File: src/rtl/core/mphd_pkg.sv
// ----------------------------------------------------------------------------
// mphd_pkg
// Types and constants shared by the multi-pin hold-time debouncer.
// ----------------------------------------------------------------------------
package mphd_pkg;

	localparam int PIN_W    = 5;
	localparam int HOLD_IN_W = 16;
	localparam int INIT_W   = 2;
	localparam int WORD_W   = 32;

	// request function codes
	localparam logic FUNC_TICK = 1'b0;
	localparam logic FUNC_REG  = 1'b1;

	// initial level codes, anything else is unknown
	localparam logic [INIT_W-1:0] LEVEL_LOW  = 2'd0;
	localparam logic [INIT_W-1:0] LEVEL_HIGH = 2'd1;

	typedef struct packed {
		logic                 func;
		logic [PIN_W-1:0]     pin;
		logic [HOLD_IN_W-1:0] hold_ticks;
		logic [INIT_W-1:0]    initial_level;
		logic [WORD_W-1:0]    levels;
	} req_t;

	typedef struct packed {
		logic [WORD_W-1:0] event_mask;
		logic [WORD_W-1:0] stable_levels;
	} rsp_t;

	// per-lane strobes, already qualified by the request handshake
	typedef struct packed {
		logic tick_en;
		logic reg_en;
		logic now;
		logic prev_lvl;
	} lane_cmd_t;

	// what a lane reports for the request being taken
	typedef struct packed {
		logic event_hit;
		logic stable;
	} lane_stat_t;

endpackage

File: src/rtl/core/mphd_req_if.sv
// ----------------------------------------------------------------------------
// mphd_req_if
// Request channel of the debouncer: valid, ready and one request.
// ----------------------------------------------------------------------------
interface mphd_req_if import mphd_pkg::*; ();
	logic valid;
	logic ready;
	req_t data;

	modport source (output valid, output data, input ready);
	modport sink (input valid, input data, output ready);
endinterface

File: src/rtl/core/mphd_rsp_if.sv
// ----------------------------------------------------------------------------
// mphd_rsp_if
// Result channel of the debouncer: valid, ready and one result.
// ----------------------------------------------------------------------------
interface mphd_rsp_if import mphd_pkg::*; ();
	logic valid;
	logic ready;
	rsp_t data;

	modport source (output valid, output data, input ready);
	modport sink (input valid, input data, output ready);
endinterface

File: src/rtl/core/multi_pin_hold_time_debouncer_top.sv
// ----------------------------------------------------------------------------
// multi_pin_hold_time_debouncer_top
// Hold-time debouncer for up to 32 pins, one lane per pin.
// ----------------------------------------------------------------------------
// Takes one request per clock: a tick carrying the sampled level of every pin,
// or a register request that enables one pin (or just updates its hold time).
// Every lane updates in the cycle the request is taken and each request gives
// exactly one result, which is registered into the output buffer.
// A two-entry output buffer lets a new request be taken while a result is
// still waiting, so the block runs at one request per cycle as long as the
// result side keeps up; ready drops only when both buffer entries are full.
// Hold times count ticks; a zero hold matures on the tick of the edge.
module multi_pin_hold_time_debouncer_top import mphd_pkg::*; #(
	parameter int NUM_PINS   = 32,
	parameter int HOLD_WIDTH = 16
) (
	input  logic       clk,
	input  logic       arst_n,
	mphd_req_if.sink   req,
	mphd_rsp_if.source rsp
);

	// only the first 32 pins can ever be sampled or registered
	localparam int LANES = (NUM_PINS < WORD_W) ? NUM_PINS : WORD_W;

	logic                  accept;
	logic                  full;
	logic                  pin_ok;
	logic [HOLD_WIDTH-1:0] hold;
	logic [LANES-1:0]      prev_q;
	logic [LANES-1:0]      evt_vec;
	logic [LANES-1:0]      stable_vec;

	assign req.ready = !full;
	assign accept    = req.valid && req.ready;
	assign pin_ok    = (int'(req.data.pin) < NUM_PINS);
	assign hold      = HOLD_WIDTH'(req.data.hold_ticks);

	// previous sample tracks every pin, enabled or not
	always_ff @(posedge clk or negedge arst_n) begin
		if (!arst_n) begin
			prev_q <= '0;
		end else if (accept && (req.data.func == FUNC_TICK)) begin
			prev_q <= req.data.levels[LANES-1:0];
		end
	end

	for (genvar i = 0; i < LANES; i++) begin : g_lane
		lane_cmd_t  cmd;
		lane_stat_t stat;

		assign cmd.tick_en  = accept && (req.data.func == FUNC_TICK);
		assign cmd.reg_en   = accept && (req.data.func == FUNC_REG) && pin_ok
			&& (req.data.pin == PIN_W'(i));
		assign cmd.now      = req.data.levels[i];
		assign cmd.prev_lvl = prev_q[i];

		mphd_lane #(
			.HOLD_WIDTH (HOLD_WIDTH)
		) u_lane (
			.clk        (clk),
			.arst_n     (arst_n),
			.cmd        (cmd),
			.hold       (hold),
			.init_level (req.data.initial_level),
			.stat       (stat)
		);

		assign evt_vec[i]    = stat.event_hit;
		assign stable_vec[i] = stat.stable;
	end

	mphd_merge #(
		.LANES (LANES)
	) u_merge (
		.clk        (clk),
		.arst_n     (arst_n),
		.push       (accept),
		.evt_vec    (evt_vec),
		.stable_vec (stable_vec),
		.full       (full),
		.rsp        (rsp)
	);

endmodule

File: src/rtl/core/mphd_lane.sv
// ----------------------------------------------------------------------------
// mphd_lane
// One pin's debounce state: enable, hold time, stable level, pending value.
// ----------------------------------------------------------------------------
module mphd_lane import mphd_pkg::*; #(
	parameter int HOLD_WIDTH = 16
) (
	input  logic                  clk,
	input  logic                  arst_n,
	input  lane_cmd_t             cmd,
	input  logic [HOLD_WIDTH-1:0] hold,
	input  logic [INIT_W-1:0]     init_level,
	output lane_stat_t            stat
);

	localparam logic [HOLD_WIDTH-1:0] HOLD_MAX = {HOLD_WIDTH{1'b1}};

	logic                  enabled_q, known_q, level_q, pflag_q, plvl_q;
	logic [HOLD_WIDTH-1:0] age_q, hold_q;
	logic                  enabled_n, known_n, level_n, pflag_n, plvl_n;
	logic [HOLD_WIDTH-1:0] age_n;
	logic                  evt;

	always_comb begin
		enabled_n = enabled_q;
		known_n   = known_q;
		level_n   = level_q;
		pflag_n   = pflag_q;
		plvl_n    = plvl_q;
		age_n     = age_q;
		evt       = 1'b0;
		if (cmd.reg_en) begin
			// re-registration only replaces the hold time
			if (!enabled_q) begin
				enabled_n = 1'b1;
				pflag_n   = 1'b0;
				plvl_n    = 1'b0;
				age_n     = '0;
				known_n   = (init_level == LEVEL_LOW) || (init_level == LEVEL_HIGH);
				level_n   = (init_level == LEVEL_HIGH);
			end
		end else if (cmd.tick_en && enabled_q) begin
			if (cmd.now != cmd.prev_lvl) begin
				pflag_n = 1'b1;
				plvl_n  = cmd.now;
				age_n   = '0;
			end else if (pflag_q && (age_q != HOLD_MAX)) begin
				age_n = age_q + 1'b1;
			end
			if (pflag_n && (age_n >= hold_q)) begin
				if (!known_q || (level_q != plvl_n)) begin
					level_n = plvl_n;
					known_n = 1'b1;
					evt     = 1'b1;
				end
				pflag_n = 1'b0;
				plvl_n  = 1'b0;
				age_n   = '0;
			end
		end
	end

	always_ff @(posedge clk or negedge arst_n) begin
		if (!arst_n) begin
			enabled_q <= 1'b0;
			known_q   <= 1'b0;
			level_q   <= 1'b0;
			pflag_q   <= 1'b0;
			plvl_q    <= 1'b0;
			age_q     <= '0;
		end else begin
			enabled_q <= enabled_n;
			known_q   <= known_n;
			level_q   <= level_n;
			pflag_q   <= pflag_n;
			plvl_q    <= plvl_n;
			age_q     <= age_n;
		end
	end

	always_ff @(posedge clk) begin
		if (cmd.reg_en) begin
			hold_q <= hold;
		end
	end

	assign stat.event_hit = evt;
	assign stat.stable    = enabled_n & level_n;

	a_event_on_tick: assert property (@(posedge clk) disable iff (!arst_n)
		evt |-> (cmd.tick_en && enabled_q))
		else $error("lane event outside an enabled tick");

	a_idle_age_clear: assert property (@(posedge clk) disable iff (!arst_n)
		!pflag_q |-> (age_q == '0))
		else $error("lane age nonzero with nothing pending");

	a_disabled_quiet: assert property (@(posedge clk) disable iff (!arst_n)
		!enabled_q |-> (!pflag_q && !known_q))
		else $error("disabled lane holds debounce state");

endmodule

File: src/rtl/core/mphd_merge.sv
// ----------------------------------------------------------------------------
// mphd_merge
// Gathers the lane bits into result words and holds them in a two-entry
// output buffer so requests keep flowing while a result waits.
// ----------------------------------------------------------------------------
module mphd_merge import mphd_pkg::*; #(
	parameter int LANES = 32
) (
	input  logic             clk,
	input  logic             arst_n,
	input  logic             push,
	input  logic [LANES-1:0] evt_vec,
	input  logic [LANES-1:0] stable_vec,
	output logic             full,
	mphd_rsp_if.source       rsp
);

	logic [1:0] count_q;
	rsp_t       buf0_q, buf1_q;
	rsp_t       entry;
	logic       pop;
	logic       wr_slot0;

	assign entry.event_mask    = WORD_W'(evt_vec);
	assign entry.stable_levels = WORD_W'(stable_vec);

	assign pop      = rsp.valid && rsp.ready;
	assign full     = (count_q == 2'd2);
	assign wr_slot0 = (count_q == 2'd0) || ((count_q == 2'd1) && pop);

	always_ff @(posedge clk or negedge arst_n) begin
		if (!arst_n) begin
			count_q <= 2'd0;
		end else begin
			count_q <= count_q + {1'b0, push} - {1'b0, pop};
		end
	end

	always_ff @(posedge clk) begin
		if (pop && (count_q == 2'd2)) begin
			buf0_q <= buf1_q;
		end
		if (push) begin
			if (wr_slot0) begin
				buf0_q <= entry;
			end else begin
				buf1_q <= entry;
			end
		end
	end

	assign rsp.valid = (count_q != 2'd0);
	assign rsp.data  = buf0_q;

	a_no_push_full: assert property (@(posedge clk) disable iff (!arst_n)
		push |-> (count_q != 2'd2))
		else $error("result pushed into a full buffer");

	a_fill_count: assert property (@(posedge clk) disable iff (!arst_n)
		(push && !pop) |=> (count_q == $past(count_q) + 2'd1))
		else $error("buffer count did not follow a push");

endmodule
File: src/flat_wrapper.sv
// flat-port wrapper written by rule: the top's interface ports become plain ports
module multi_pin_hold_time_debouncer_top_flat import mphd_pkg::*;
#(
	parameter int NUM_PINS   = 32,
	parameter int HOLD_WIDTH = 16
)
  (clk, arst_n, req_valid, req_data, req_ready, rsp_valid, rsp_data, rsp_ready);
  mphd_req_if req_i ();
  mphd_rsp_if rsp_i ();
  input  logic clk;
  input  logic arst_n;
  input wire logic [$bits(req_i.valid)-1:0] req_valid;
  input wire logic [$bits(req_i.data)-1:0] req_data;
  output wire logic [$bits(req_i.ready)-1:0] req_ready;
  output wire logic [$bits(rsp_i.valid)-1:0] rsp_valid;
  output wire logic [$bits(rsp_i.data)-1:0] rsp_data;
  input wire logic [$bits(rsp_i.ready)-1:0] rsp_ready;
  assign req_i.valid = req_valid;
  assign req_i.data = req_data;
  assign req_ready = req_i.ready;
  assign rsp_valid = rsp_i.valid;
  assign rsp_data = rsp_i.data;
  assign rsp_i.ready = rsp_ready;
  multi_pin_hold_time_debouncer_top #(.NUM_PINS(NUM_PINS), .HOLD_WIDTH(HOLD_WIDTH)) u_core (.clk(clk), .arst_n(arst_n), .req(req_i), .rsp(rsp_i));
endmodule
File: config.mk
export PLATFORM = sky130hd
export DESIGN_NAME = multi_pin_hold_time_debouncer_top_flat
export DESIGN_NICKNAME = d
export VERILOG_FILES = /design/src/rtl/core/mphd_pkg.sv /design/src/rtl/core/mphd_req_if.sv /design/src/rtl/core/mphd_rsp_if.sv /design/src/rtl/core/multi_pin_hold_time_debouncer_top.sv /design/src/rtl/core/mphd_lane.sv /design/src/rtl/core/mphd_merge.sv /design/src/flat_wrapper.sv
export SDC_FILE = /design/constraint.sdc
export NUM_CORES = 2
export LEC_CHECK = 0
export ABC_AREA = 1
export BUFFER_PORTS_ARGS = -buffer_cell sky130_fd_sc_hd__buf_2
export CELL_PAD_IN_SITES_DETAIL_PLACEMENT = 0
export CELL_PAD_IN_SITES_GLOBAL_PLACEMENT = 1
export CORE_ASPECT_RATIO = 0.75
export CORE_MARGIN = 5
export CORE_UTILIZATION = 35
export CTS_BUF_LIST = sky130_fd_sc_hd__clkbuf_4 sky130_fd_sc_hd__clkbuf_8 sky130_fd_sc_hd__clkbuf_16
export DETAILED_ROUTE_END_ITERATION = 7
export PLACE_DENSITY_LB_ADDON = 0.15
export SLEW_MARGIN = 5
export SYNTH_ARGS = -nofsm -noshare
export SYNTH_HDL_FRONTEND = slang
export SYNTH_SLANG_ARGS = --single-unit
File: constraint.sdc
create_clock -name clk -period 9.1 [get_ports clk]
set_input_delay 0.91 -clock clk [delete_from_list [all_inputs] [get_ports clk]]
set_output_delay 0.91 -clock clk [all_outputs]
set_load 0.005 [all_outputs]
Word-level counts from Yosys, hierarchy flattened
Index checks and enable logic that the tools add are counted.
{"block": "totals", "reg_bits": 1346, "input_bits": 60, "out_inout_bits": 66, "elab_cells": 2013}
{"block": "classes", "addsub": 34, "order_cmp": 32, "n_eq_ne": 162, "mux": 1155, "bitwise": 34, "reduce_logical": 366}
{"op": "16-bit two-way mux", "count": 256}
{"op": "1-bit two-way mux", "count": 896}
{"op": "16-bit by 1-bit adder with 16-bit output (second input constant)", "count": 32}
{"op": "16-bit >= comparator", "count": 32}
{"op": "16-bit != test (second input constant)", "count": 32}
{"op": "2-bit nonzero test", "count": 97}
{"op": "64-bit two-way mux", "count": 3}
{"op": "1-bit logical AND", "count": 134}
{"op": "4-bit AND reduction", "count": 32}
{"op": "5-bit == test (second input constant)", "count": 16}
{"op": "2-bit AND reduction", "count": 33}
{"op": "1-bit != test", "count": 64}
{"op": "2-bit != test (second input constant)", "count": 32}
{"op": "5-bit by 4-bit == test with 1-bit output (second input constant)", "count": 8}
{"op": "1-bit logical OR", "count": 34}
{"op": "1-bit logical NOT", "count": 33}
{"op": "1-bit AND", "count": 32}
{"op": "5-bit by 3-bit == test with 1-bit output (second input constant)", "count": 4}
{"op": "5-bit by 2-bit == test with 1-bit output (second input constant)", "count": 2}
{"op": "5-bit by 1-bit == test with 1-bit output (second input constant)", "count": 1}
{"op": "5-bit logical NOT", "count": 1}
{"op": "2-bit by 1-bit == test with 1-bit output (second input constant)", "count": 2}
{"op": "2-bit logical NOT", "count": 2}
{"op": "2-bit by 1-bit adder with 2-bit output", "count": 1}
{"op": "3 further kinds", "count": 4}

Logic depth before layout (Yosys ltp)
{"block": "depth", "word_depth": 16, "depth_mapped": 27, "depth_no_buf": 26}

Hierarchy
A second synthesis with hierarchy kept.
{"block": "hier_totals", "cells_unflattened": 10770, "area_unflattened_um2": 85106.6}
{"mod": "mphd_lane at u_core.g_lane[0].u_lane ...", "n_inst": 25, "cells_each": 310, "area_per_inst_um2": 2444.8, "seq_area_each_um2": 1006.0}
{"mod": "mphd_lane at u_core.g_lane[6].u_lane ...", "n_inst": 3, "cells_each": 313, "area_per_inst_um2": 2438.6, "seq_area_each_um2": 1006.0}
{"mod": "mphd_merge", "n_inst": 1, "cells_each": 626, "area_per_inst_um2": 5383.9, "seq_area_each_um2": 3253.1}
{"mod": "mphd_lane at u_core.g_lane[9].u_lane", "n_inst": 1, "cells_each": 313, "area_per_inst_um2": 2471.1, "seq_area_each_um2": 1006.0}
{"mod": "mphd_lane at u_core.g_lane[5].u_lane", "n_inst": 1, "cells_each": 312, "area_per_inst_um2": 2436.1, "seq_area_each_um2": 1006.0}
{"mod": "mphd_lane at u_core.g_lane[22].u_lane", "n_inst": 1, "cells_each": 317, "area_per_inst_um2": 2432.3, "seq_area_each_um2": 1006.0}
{"mod": "mphd_lane at u_core.g_lane[11].u_lane", "n_inst": 1, "cells_each": 303, "area_per_inst_um2": 2417.3, "seq_area_each_um2": 1006.0}
{"mod": "multi_pin_hold_time_debouncer_top", "n_inst": 1, "cells_each": 210, "area_per_inst_um2": 1529.0, "seq_area_each_um2": 800.8}

Worst setup path before layout
Ideal clock, no wire load.
{"block": "synth_timing", "kind": "in2reg", "start": "in rsp_ready", "end": "reg u_core.u_merge.buf1_q[0] in the netlist's numbering, enable pin", "setup_ns": 0.486, "arrival_time_ns": 3.736, "required_ns": 8.614, "path_slack_ns": 4.878, "cell_stages": 3, "path_cell_list": "inv_1 > a21oi_1 > nor2_1"}
{"block": "synth_between", "elab_chain_cells": 5}
{"item": "from (decl)", "line": "flat_wrapper.sv:17", "text": "input wire logic [$bits(rsp_i.ready)-1:0] rsp_ready;"}
{"item": "1-bit logical AND", "line": "mphd_merge.sv:27", "text": "assign pop = rsp.valid && rsp.ready;"}
{"item": "1-bit logical AND", "line": "mphd_merge.sv:29", "text": "assign wr_slot0 = (count_q == 2'd0) || ((count_q == 2'd1) && pop);"}
{"item": "1-bit logical OR", "line": "mphd_merge.sv:29"}
{"item": "1-bit NOT (no line)"}
{"item": "2-bit AND reduction (no line)"}
{"item": "to (signal assigned)", "line": "mphd_merge.sv:47", "text": "buf1_q <= entry;"}
{"item": "to (decl)", "line": "mphd_merge.sv:19", "text": "rsp_t buf0_q, buf1_q;"}
No other way between the ends.
A chain may end at the register's enable or synchronous reset.

Worst setup path after layout
{"block": "layout_timing", "start": "reg u_core.g_lane[8].u_lane.age_q[0]", "end": "reg u_core.g_lane[8].u_lane.age_q[11]"}
{"block": "layout_between", "elab_chain_cells": 11, "word_cells_on_any_way": 12, "classes_between": "1 x add/sub; 1 x order compare; 1 x eq/ne; 7 x mux; 2 x reduce/logical"}
{"item": "from (decl)", "line": "mphd_lane.sv:19", "text": "logic [HOLD_WIDTH-1:0] age_q, hold_q;"}
{"item": "from (signal assigned)", "line": "mphd_lane.sv:77", "text": "age_q <= age_n;"}
{"item": "branches (longest 2 deep; another with 16-bit by 1-bit adder with 16-bit output)"}
{"item": "16-bit two-way mux (*)", "line": "mphd_lane.sv:47", "text": "end else if (pflag_q && (age_q != HOLD_MAX)) begin"}
{"item": "16-bit two-way mux (*)", "line": "mphd_lane.sv:43", "text": "if (cmd.now != cmd.prev_lvl) begin"}
{"item": "16-bit two-way mux (*)", "line": "mphd_lane.sv:42", "text": "end else if (cmd.tick_en && enabled_q) begin"}
{"item": "16-bit two-way mux (*)", "line": "mphd_lane.sv:32", "text": "if (cmd.reg_en) begin"}
{"item": "16-bit >= comparator", "line": "mphd_lane.sv:50", "text": "if (pflag_n && (age_n >= hold_q)) begin"}
{"item": "1-bit logical AND", "line": "mphd_lane.sv:50"}
{"item": "16-bit two-way mux (*)", "line": "mphd_lane.sv:50"}
{"item": "16-bit two-way mux (*)", "line": "mphd_lane.sv:42"}
{"item": "16-bit two-way mux (*)", "line": "mphd_lane.sv:32"}
Every way passes the cells marked *. The select of a mux whose other input is x is not followed.

==> impl_metrics.tcl <==
set metrics [dict create \
    ant_nets 0 \
    p_leak_nw 41.9 \
    dp_hpwl_um 171000 \
    crit_path_end "u_core.g_lane[8].u_lane.age_q[11]" \
    synthXorXnorAreaFrac 0.0161 \
    wl_per_cell_um 19.2 \
    regToRegEndpoint "u_core.g_lane[8].u_lane.age_q[11]" \
    synth_fp_nets 10500 \
    tightest_slew_ns 1.15 \
    vias 66900 \
    crit_buf_inv 3 \
    p_int_mw 13.1 \
    finalMaxSlewViolations 0 \
    port_buffers 125 \
    clock_path_buffers 4 \
    final_min_period_over_clock_period 0.506 \
    crit_family "simple AND/OR/NAND/NOR gates" \
    post_cts_resized 0 \
    drc_errors 0 \
    die_w_um 560 \
    timing.rr.start "u_core.g_lane[8].u_lane.age_q[0]" \
    drt_wl_total_um 253000 \
    htree_levels 4 \
    synth.top_cell.area_share 0.222 \
    syn_area_um2 79500 \
    synth.distinct_cells 60 \
    grt_pass1_wl_um 389000 \
    cts_setup_buffers 0 \
    hold_buffers 0 \
    powerDensity_nw_per_um2 232 \
    yosysWarnings 0 \
    reg2reg_depth 20 \
    hold_path.class "in2async" \
    cp_max_fo 21 \
    synth_flop_cell "dfrtp_1" \
    routed.top_layer "met4" \
    swShare 0.366 \
    min_period_ns 4.61 \
    fp.dieH_um 423 \
    cp_slowest_cell "nand4_1" \
    cp.depth 20 \
    max_stage_delay_ns 0.62 \
    r2r_slack_ns 4.49 \
    avgViaCountPerCell 5.07 \
    drive_gt1_frac 0.0624 \
    fmax_mhz 217 \
    dr.pass1.iters 6 \
    final_cells 13200 \
    required_ns 9.84 \
    cts_tree "done" \
    synth_compound_area_frac 0.124 \
    setup_viol 0 \
    dp_slack_ns 4.47 \
    synth_area_leaders "dfrtp_1 22%, edfxtp_1 22%, nand2_1 9.7%, inv_1 8.8%, ha_1 8.6%" \
    hold_viol 0 \
    cp-end-kind "flip-flop" \
    worstSetupPathType "reg2reg" \
    finClkSkew_ns 0.0528 \
    syn_avg_cell_area_um2 8.04 \
    initial_utilization 0.352 \
    cp_cell_sequence "ha_1, nand3_1, nor2_1, nand3_1, nand2_1, inv_1, o21ai_0, nand2_1, inv_1, ha_1, a21o_1, nand3_1, a21oi_1, nor2_1, nand2_1, o21ai_0, nand4_1, inv_1, nand2_1, o21ai_0" \
    area_delta_synth_final_pct 12.3 \
    die_area_um2 237000 \
    muxShareOfSynthArea 0.00428 \
    numCtsBuffers 166 \
    synthArstFlopShare 0.525 \
    core_um2 226000 \
    synth_edf_count 576 \
    drt-met1-wl_um 127000 \
    p_switching_mw 7.59 \
    boundaryPins 126 \
    finalNetCount 10700 \
    dr_wl_met2_um 106000 \
    track_usage 0.209 \
    status "completed" \
    pwr-share-seq 0.392 \
    p_clk_frac 0.332 \
    path_clk_slew_ns 0.06 \
    drt_iter0_markers 5819 \
    cts-root-buf "clkbuf_16" \
    cts.sinks 1346 \
    p_comb_frac 0.276 \
    tns_ns 0 \
    gp_congestion 0.842 \
    slew_headroom 0.237 \
    place_inst 12900 \
    synth_seq_cells 1346 \
    synth.largest_area_cell "dfrtp_1" \
    rows 151 \
    grt_setup_unrepaired "false" \
    grt_overflow 0 \
    critPathLaunch "u_core.g_lane[8].u_lane.age_q[0]" \
    antenna_found_initial 25 \
    clkLatencyLatePin_ns 0.83 \
    maxCapViolations 0 \
    cp.arrival_ns 5.35 \
    synth_top_family_by_area "simple AND/OR/NAND/NOR gates" \
    crit_path_frequent_cell "nand2_1" \
    yosys.area_share.adder 0.0860 \
    met3WireLength_um 13100 \
    first_global_vias 63500 \
    grt_max_degree 125 \
    ir_worst_vdd_v 0.000140 \
    seq_area_frac_synth 0.456 \
    synthSimpleGateAreaFrac 0.213 \
    critPathLaunchType "flip-flop" \
    synthCells 9884 \
    setup_ws_ns 4.49 \
]
[worst min-delay path by stage]
stage / end / slack (ns)
after floorplan: u_core.g_lane[1].u_lane.known_q / 0.45
after global placement: u_core.g_lane[29].u_lane.known_q / 0.46
after detailed placement: u_core.g_lane[29].u_lane.known_q / 0.47
after CTS: u_core.g_lane[27].u_lane.age_q[8] / 0.12
after global routing: u_core.g_lane[27].u_lane.age_q[8] / 0.15
final: u_core.g_lane[21].u_lane.age_q[4] / 0.13
[sequential cells by signal (all words and copies together), names as in the netlist]
signal	flops
u_core.g_lane.u_lane.age_q	512
u_core.g_lane.u_lane.hold_q	512
u_core.u_merge.buf1_q	64
u_core.u_merge.rsp.data	64
u_core.g_lane.u_lane.enabled_q	32
u_core.g_lane.u_lane.known_q	32
u_core.g_lane.u_lane.level_q	32
u_core.g_lane.u_lane.pflag_q	32
u_core.g_lane.u_lane.plvl_q	32
u_core.prev_q	32
u_core.u_merge.count_q	2
[synthesized netlist by cell type, types with 11 or more instances]
cell type and instances:
a21boi_0 16, a21o_1 25, a21oi_1 562, buf_1 11
buf_2 49, buf_4 12, clkbuf_1 95, clkinv_1 11
dfrtp_1 706, dfxtp_1 64, edfxtp_1 576, ha_1 546
inv_1 1863, inv_2 41, mux2i_1 34, nand2_1 2062
nand3_1 504, nand3b_1 19, nand4_1 198, nor2_1 699
nor2_2 29, nor2_4 17, nor3_1 259, nor3b_1 22
nor4_1 50, o21ai_0 786, o21ai_1 20, o21bai_1 41
o22ai_1 279, or2_2 21, or3_1 18, xor2_1 140
[cell usage in the layout (no fill, tap or decap), types with 10 or more instances in the layout]
cell and instances:
nand2_1 2060, o21ai_0 786, and3_1 10, mux2i_1 34
buf_2 108, nor3_1 259, inv_1 1861, dfrtp_1 706
o21ai_1 20, nor3b_1 22, o21ai_4 10, nor4_1 50
inv_2 40, a21boi_0 16, nor2_4 20, nand3_1 504
buf_4 80, clkbuf_8 11, clkinv_2 38, o21bai_1 41
nor2_2 34, o21ai_2 10, clkbuf_16 169, nand3b_1 19
a21o_1 25, bufinv_16 19, nor2_1 691, clkinv_1 33
ha_1 546, or3_1 18, edfxtp_1 576, clkbuf_4 25
dfxtp_1 64, o22ai_1 279, or2_2 21, xor2_1 140
a21oi_1 562, nand4_1 198
[power groups by stage]
stage,registers (mW),logic (mW),clock network (mW)
finish,8.13,5.72,6.89
global route,8.25,6.55,7.36
CTS,8.12,5.76,7.10
detailed placement,8.23,5.74,0
global placement,8.22,5.66,0
floorplan,7.97,3.96,0
[kinds of logic (layout without fill, tap and decap cells)]
logic type	after synthesis	in the layout
adder cells (fa/ha/maj)	546	546
AO/OA/AOI/OAI	1795	1795
flip-flops	1346	1346
multiplexers	34	34
XOR/XNOR	146	146
AND/OR/NAND/NOR	3928	3928
other	0	3
buffers and inverters	2089	2406
[layout make-up]
| type | instances | area, um^2 |
|---|---|---|
| Timing Repair Buffer | 191 | 1200 |
| Clock buffer | 205 | 4570 |
| Inverter | 1918 | 7220 |
| Sequential cell | 1346 | 36200 |
| Fill cell | 23200 | 137000 |
| Clock inverter | 92 | 983 |
| Antenna cell | 3 | 7.51 |
| Tap cell | 2983 | 3730 |
| Multi-Input combinational cell | 6449 | 35300 |
[through the flow]
step	total power, mW	area, um^2	hold slack [ns]	utilization
2_1_floorplan	11.9	79500	0.447	-
3_3_place_gp	13.9	83700	0.464	0.370
3_5_place_dp	14.0	83700	0.470	0.370
4_1_cts	21.0	89200	0.122	0.395
5_1_grt	22.2	89200	0.148	0.395
6_report	20.7	89200	0.130	0.395
[routing by layer]
| metal | track usage | vias up |
|---|---|---|
| li1 | - | 33000 |
| met1 | 0.321 | 31900 |
| met2 | 0.313 | 1639 |
| met3 | 0.0226 | 300 |
| met4 | 0.0476 | 0 |
| met5 | 0 | - |
Note: power is estimated with default switching activity, not from simulation.
